$ cat src/hw/rtl/mi3_pkg.sv
// Shared types, widths and index tables for the 3x3 matrix inverse pipeline.
package mi3_pkg;

    localparam int ELEM_W  = 32;
    localparam int NUM_EL  = 9;
    localparam int ADJ_W   = 64;
    localparam int DET_W   = 98;
    localparam int REM_W   = DET_W + 1;
    localparam int QUO_W   = 32;
    localparam int FRAC_W  = 32;
    localparam int NUM_ROW = 3;

    localparam logic [QUO_W-1:0]  SAT_POS       = 32'h7FFF_FFFF;
    localparam logic [QUO_W-1:0]  SAT_NEG       = 32'h8000_0000;
    localparam logic [ELEM_W-1:0] THRESH_RESET  = 32'd1;

    // adj[k] = m[PA]*m[PB] - m[QA]*m[QB], element index is row*3+col
    localparam logic [3:0] ADJ_PA [NUM_EL] = '{4'd4, 4'd2, 4'd1, 4'd5, 4'd0, 4'd3, 4'd3, 4'd6, 4'd0};
    localparam logic [3:0] ADJ_PB [NUM_EL] = '{4'd8, 4'd7, 4'd5, 4'd6, 4'd8, 4'd2, 4'd7, 4'd1, 4'd4};
    localparam logic [3:0] ADJ_QA [NUM_EL] = '{4'd7, 4'd1, 4'd2, 4'd3, 4'd6, 4'd0, 4'd6, 4'd0, 4'd3};
    localparam logic [3:0] ADJ_QB [NUM_EL] = '{4'd5, 4'd8, 4'd4, 4'd8, 4'd2, 4'd5, 4'd4, 4'd7, 4'd1};

    // first-row cofactors used for the determinant
    localparam logic [3:0] DET_ADJ [NUM_ROW] = '{4'd0, 4'd3, 4'd6};

    typedef logic [NUM_EL-1:0][ELEM_W-1:0] mat_t;
    typedef logic [NUM_EL-1:0][ADJ_W-1:0]  adj_vec_t;

    typedef struct packed {
        logic             singular;
        logic [DET_W-1:0] dmag;
    } div_side_t;

    typedef struct packed {
        logic             neg;
        logic             ovf;
        logic [REM_W-1:0] rem;
        logic [QUO_W-1:0] quo;
    } lane_t;

    typedef lane_t [NUM_EL-1:0] lane_vec_t;

    typedef struct packed {
        logic invertible;
        mat_t b;
    } out_beat_t;

endpackage

$ cat src/hw/rtl/mi3_outq.sv
// Saturation and sign of the quotients, and a two-beat output queue.
module mi3_outq (
    input  logic               aclk,
    input  logic               aresetn,
    input  logic               in_valid,
    input  mi3_pkg::div_side_t in_side,
    input  mi3_pkg::lane_vec_t in_lanes,
    output logic               adv,
    output logic               m_tvalid,
    input  logic               m_tready,
    output mi3_pkg::out_beat_t m_beat
);

    mi3_pkg::out_beat_t beat_next;
    mi3_pkg::out_beat_t mem_reg [2];
    logic [1:0] cnt_reg, cnt_next;
    logic       wr_ptr_reg, rd_ptr_reg;
    logic       push, pop;

    // format each lane: saturate, apply sign, zero when singular
    always_comb begin
        beat_next.invertible = !in_side.singular;
        for (int k = 0; k < mi3_pkg::NUM_EL; k++) begin
            if (in_side.singular) begin
                beat_next.b[k] = '0;
            end else if (in_lanes[k].ovf) begin
                beat_next.b[k] = in_lanes[k].neg ? mi3_pkg::SAT_NEG : mi3_pkg::SAT_POS;
            end else if (!in_lanes[k].neg) begin
                beat_next.b[k] = (in_lanes[k].quo > mi3_pkg::SAT_POS) ? mi3_pkg::SAT_POS
                                                                      : in_lanes[k].quo;
            end else begin
                beat_next.b[k] = (in_lanes[k].quo > mi3_pkg::SAT_NEG) ? mi3_pkg::SAT_NEG
                                                                      : (~in_lanes[k].quo + 1'b1);
            end
        end
    end

    // pipeline moves while the queue has a free slot
    assign adv  = (cnt_reg != 2'd2);
    assign push = adv && in_valid;
    assign pop  = m_tvalid && m_tready;

    always_comb begin
        cnt_next = cnt_reg;
        if (push && !pop) begin
            cnt_next = cnt_reg + 2'd1;
        end else if (pop && !push) begin
            cnt_next = cnt_reg - 2'd1;
        end
    end

    always_ff @(posedge aclk) begin
        if (!aresetn) begin
            cnt_reg    <= '0;
            wr_ptr_reg <= 1'b0;
            rd_ptr_reg <= 1'b0;
        end else begin
            cnt_reg <= cnt_next;
            if (push) begin
                wr_ptr_reg <= !wr_ptr_reg;
            end
            if (pop) begin
                rd_ptr_reg <= !rd_ptr_reg;
            end
        end
    end

    always_ff @(posedge aclk) begin
        if (push) begin
            mem_reg[wr_ptr_reg] <= beat_next;
        end
    end

    assign m_tvalid = (cnt_reg != 2'd0);
    assign m_beat   = mem_reg[rd_ptr_reg];

endmodule

$ cat config.mk
export PLATFORM = sky130hd
export DESIGN_NAME = mi3_outq
export DESIGN_NICKNAME = d
export VERILOG_FILES = /design/src/hw/rtl/mi3_pkg.sv /design/src/hw/rtl/mi3_outq.sv
export SDC_FILE = /design/constraint.sdc
export NUM_CORES = 1
export LEC_CHECK = 0
export ABC_AREA = 1
export BUFFER_PORTS_ARGS = -buffer_cell sky130_fd_sc_hd__clkbuf_2
export CAP_MARGIN = 20
export CORE_AREA = 2 2 615 617
export CTS_CLUSTER_SIZE = 12
export DETAILED_ROUTE_END_ITERATION = 16
export DIE_AREA = 0 0 617 619
export GPL_TIMING_DRIVEN = 0
export SLEW_MARGIN = 25
export SYNTH_ARGS = -nofsm -noshare
export SYNTH_HDL_FRONTEND = slang
export SYNTH_SLANG_ARGS = --single-unit
$ cat constraint.sdc
create_clock -name aclk -period 14.7 [get_ports aclk]
set_input_delay 2.94 -clock aclk [delete_from_list [all_inputs] [get_ports aclk]]
set_output_delay 2.94 -clock aclk [all_outputs]
set_load 0.01 [all_outputs]
Word level (Yosys, flattened, before mapping)
Memories as Yosys holds them, arrays and structs flattened. A register that Yosys moved wholly into a read port is not among the register bits. Cells that the tools add are included.

Bits in registers: 4. Bits in latches: 0. Memory bits (writable): 578. Memory bits (read-only): 0. Input bits: 1300. Output and inout port bits: 291. Logic and storage cells: 114. Memories: 1.

Add/sub/neg operators: 11. Multipliers: 0. Divide/modulo/power cells: 0. $lt $le $gt $ge: 18. Equal/unequal tests: 1. Shift-type cells: 0. Muxes and demuxes: 60. Bitwise logic cells: 9. Reduce and logical (&&, ||, !) cells: 11.

Memories: mem_reg (depth 2, width 289, rd ports 1, clocked after Yosys merged registers in 1, wr ports 1, line mi3_outq.sv:15) `mi3_pkg::out_beat_t mem_reg [2];`.

Operators by type and width (count): 2-to-1 mux 32 bit (54); adder 32 x 1 -> 32 bit, second input constant (9); > comparator 32 x 31 -> 1 bit, second input constant (9); > comparator 32 bit, second input constant (9); inverter 32 bit (9); zero test 1 bit (5); logical AND 1 bit (4); 2-to-1 mux 1 bit (4); 2-to-1 mux 2 bit (2); nonzero test 2 bit (2); adder 2 x 1 -> 2 bit, second input constant (1); != test 2 bit, second input constant (1); subtractor 2 x 1 -> 2 bit, second input constant (1).

Longest topological paths before layout
Depth after elaboration: 6. Gate-level depth with buffers: 11. Depth with buffers taken out: 11.

Worst setup path before layout
OpenSTA, ideal clock, no wires.

Path type: input-to-reg. Start point: input in_valid. End point: memory mem_reg[1][0] in the netlist's numbering, enable pin. Setup time: 0.946 ns. Arrival time: 15.017 ns. Data required time: 13.754 ns. Setup slack: -1.263 ns. Stages: 2. Path buffers: 0. Path through: nand2_1 nor2_1.

Longest elaborated chain between the ends: 3.

RTL lines: start: declaration (line mi3_outq.sv:5) `input logic in_valid,`; logical AND 1 bit (line mi3_outq.sv:40) `assign push = adv && in_valid;`; 2-to-1 mux 1 bit (line mi3_outq.sv:69) `if (push) begin`; 2-to-1 mux 1 bit (implied by the code) (line mi3_outq.sv:70) `mem_reg[wr_ptr_reg] <= beat_next;`; end: declaration (line mi3_outq.sv:15).

No other way between the ends.

==> impl_metrics.ini <==
[synthesis]
syn_inst = 3804
async_flop_share_pct = 0
syn_nets = 5114
synth_ff_type = edfxtp_1
synth_area_um2 = 34600
synth_edf_count = 578
ys_ff_latch = 583
seq_area_frac_synth_pct = 50.45
yosys_warnings = 0
avgSynthCellArea_um2 = 9.096
synth_cell_types = 49

[flow_run]
drv_cap = 0

[clock_tree]
cts_htree_levels = 3
post_cts_resized = 0
clock-sinks = 583
clkLatencyLatePin_ns = 0.67
cts_tree = done
clock-root-buffer = clkbuf_16
cts_hold_buf = 0
cts_setup_buffers = 0
numCtsBuffers = 74
cts_buffer_depth = 3
clk_pin_slew_ns = 0.06

[setup_path]
worstRegToRegCells = 13
crit_family = buffers and inverters
r2r_slack_ns = 11.65
cp.required_ns = 11.76
crit_path_max_fanout = 10
r2r-start = cnt_reg[0]$_SDFFE_PN0P_
start_kind = flop
critPathKind = reg -> out
slowest_stage = buf_2
path_cells = clkbuf_2 > buf_16 > clkbuf_2 > buf_12 > buf_2 > mux2_2 > clkbuf_2
crit_top_cell = clkbuf_2
arrival_ns = 3.29
critPathMaxStageDelay_ns = 0.51
cp-end-kind = output pin
critical_path_buf_inv_count = 6
r2r-end = mem_reg[0][89]$_DFFE_PP_

[floorplan]
io_pins = 1591
fp.dieW_um = 617
coreArea_um2 = 374700
fp.dieH_um = 619
dieArea_um2 = 381900
initial_core_util_pct = 9.234
num_rows = 225

[worst_hold_path]
hold_start = rd_ptr_reg$_SDFFE_PN0P_
whs_endpoint = rd_ptr_reg$_SDFFE_PN0P_
worstHoldPathType = reg -> reg
hold_depth = 2

[place]
hpwl_mm = 169.3
gp_congestion = 0.9456
pre_cts_slack_ns = 8.739
io_buffer_count = 585
placed_cells = 9420
dpl_cell_area_um2 = 44660

[grt]
antenna_found_initial = 93
grt_pass1_wl_mm = 258.2
track_usage_pct = 9.948
grt_max_degree = 23
grt_pass1_vias = 29410
grt_overflow = 0

[timing]
tns_ns = 0
fin_crit_sh_pct = 42.36
period_minus_slack_ns = 6.228
timing.hold.ws_ns = 0.4718
fin_skew_ns = 0.04092
slew_violations = 0
worst_slack_ns = 8.472
relSlewSlack_pct = 33.43
worst-slew-pin-transition_ns = 0.9985
setup_viol = 0
fmax_mhz = 160.6
rsz0062_at_grt = false
hold_viol_final = 0

[detailed_routing]
routed_wl_mm = 197.8
firstDrtPassIters = 6
drc = 0
ant_nets = 0
drt_iter0_drc = 2696
wl_per_cell_um = 20.62
route.vias.total = 31560
via_per_inst = 3.290

[cells_and_area]
final_nets = 5812
fin_util_pct = 12.57
fin_cells = 9593
fin_area_um2 = 47120
largest_register_ffs = 578
final_cell_mix = 709 x nand2_1, 588 x clkbuf_2, 578 x edfxtp_1
drive_gt1_share_pct = 27.04
area_delta_synth_final_pct = 36.16
final_common_cell = nand2_1

[power_and_ir_drop]
powerDensity_nw_per_um2 = 125.4
total_power_mw = 5.908
p_leak_nw = 16.57
peakVddDrop_mv = 0.08297

[run_status]
status = finished, final reports clean
power breakdown:
group          leakage [nW]  internal, mW  total, mW  switching [mW]
sequential             5.55          2.13       2.18          0.0454
combinational          9.89         0.620       1.96            1.34
clock                  1.14          1.03       1.77           0.742
total                  16.6          3.78       5.91            2.12
area by class of cell:
| class | count | area [um^2] |
|---|---|---|
| fill | 42890 | 327600 |
| sequential | 583 | 17460 |
| multi-input combinational | 2737 | 15220 |
| tap | 4994 | 6248 |
| timing repair buffer | 622 | 3737 |
| clock buffer | 89 | 1929 |
| inverter | 336 | 1264 |
| buffer | 148 | 739.5 |
| clock inverter | 42 | 419.2 |
| antenna | 42 | 105.1 |
cell families (layout without fill, tap and decap cells):
logic type                 after synthesis  in the layout  synth area share (%)
adders and majority gates               10             10                0.3616
muxes                                  289            289                 9.405
DFF                                    583            583                 50.45
AOI/OAI and AO/OA                      535            535                 8.494
buffers and inverters                  484           1237                 5.760
and+or+nand+nor                       1832           1832                 23.73
other                                    0             42                     0
xor gates and xnor gates                71             71                 1.797
worst register-to-register path, stage by stage, from the launching register on:
cell,delay (ns)
dfxtp_1,0.30
inv_1,0.08
nand2_1,0.09
nand2_1,0.14
nor2_4,0.36
buf_8,0.23
buf_12,0.20
buf_16,0.18
buf_12,0.20
buf_16,0.21
buf_16,0.18
buf_12,0.22
buf_8,0.20
buf_16,0.18
Yosys cell counts (all sizes together) (5+ instances only):
| master | n | area share, % |
|---|---|---|
| buf | 68 | 1.2 |
| clkbuf | 80 | 0.87 |
| nor2 | 521 | 6.3 |
| o41ai | 22 | 0.56 |
| xor2 | 68 | 1.7 |
| nor3 | 33 | 0.54 |
| o21ai | 168 | 2.7 |
| ha | 10 | 0.36 |
| dfxtp | 5 | 0.29 |
| nand3b | 13 | 0.28 |
| a31oi | 13 | 0.24 |
| edfxtp | 578 | 50 |
| mux2 | 289 | 9.4 |
| nand4 | 70 | 1.3 |
| clkinv | 6 | 0.065 |
| and2 | 5 | 0.090 |
| or2 | 15 | 0.27 |
| nand2 | 721 | 7.9 |
| o21a | 8 | 0.17 |
| nand3 | 447 | 6.9 |
| inv | 330 | 3.6 |
| o31ai | 5 | 0.11 |
| a21oi | 306 | 4.5 |
routing by layer:
layer / vias up / part of all wire (%) / track usage, %
met4: 6 / 5.8 / 5.363
met1: 15220 / 35 / 10.27
met5: - / 0.020 / 0
li1: 14680 / - / -
met2: 1335 / 50 / 17.53
met3: 325 / 9.5 / 3.578
worst max-delay path by stage:
stage | start | end | slack [ns] | depth (start not counted)
6_report | flop | m_beat[190] | 8.47 | 7
5_1_grt | flop | m_beat[190] | 8.25 | 7
4_1_cts | flop | m_beat[190] | 8.17 | 7
3_5_place_dp | in_side[98] | mem_reg[0][59]$_DFFE_PP_ | 8.74 | 7
3_3_place_gp | in_valid | mem_reg[0][88]$_DFFE_PP_ | -2.17 | 3
2_1_floorplan | in_valid | mem_reg[1][0]$_DFFE_PP_ | 3.64 | 2
Power figures use the tool's default switching activity.
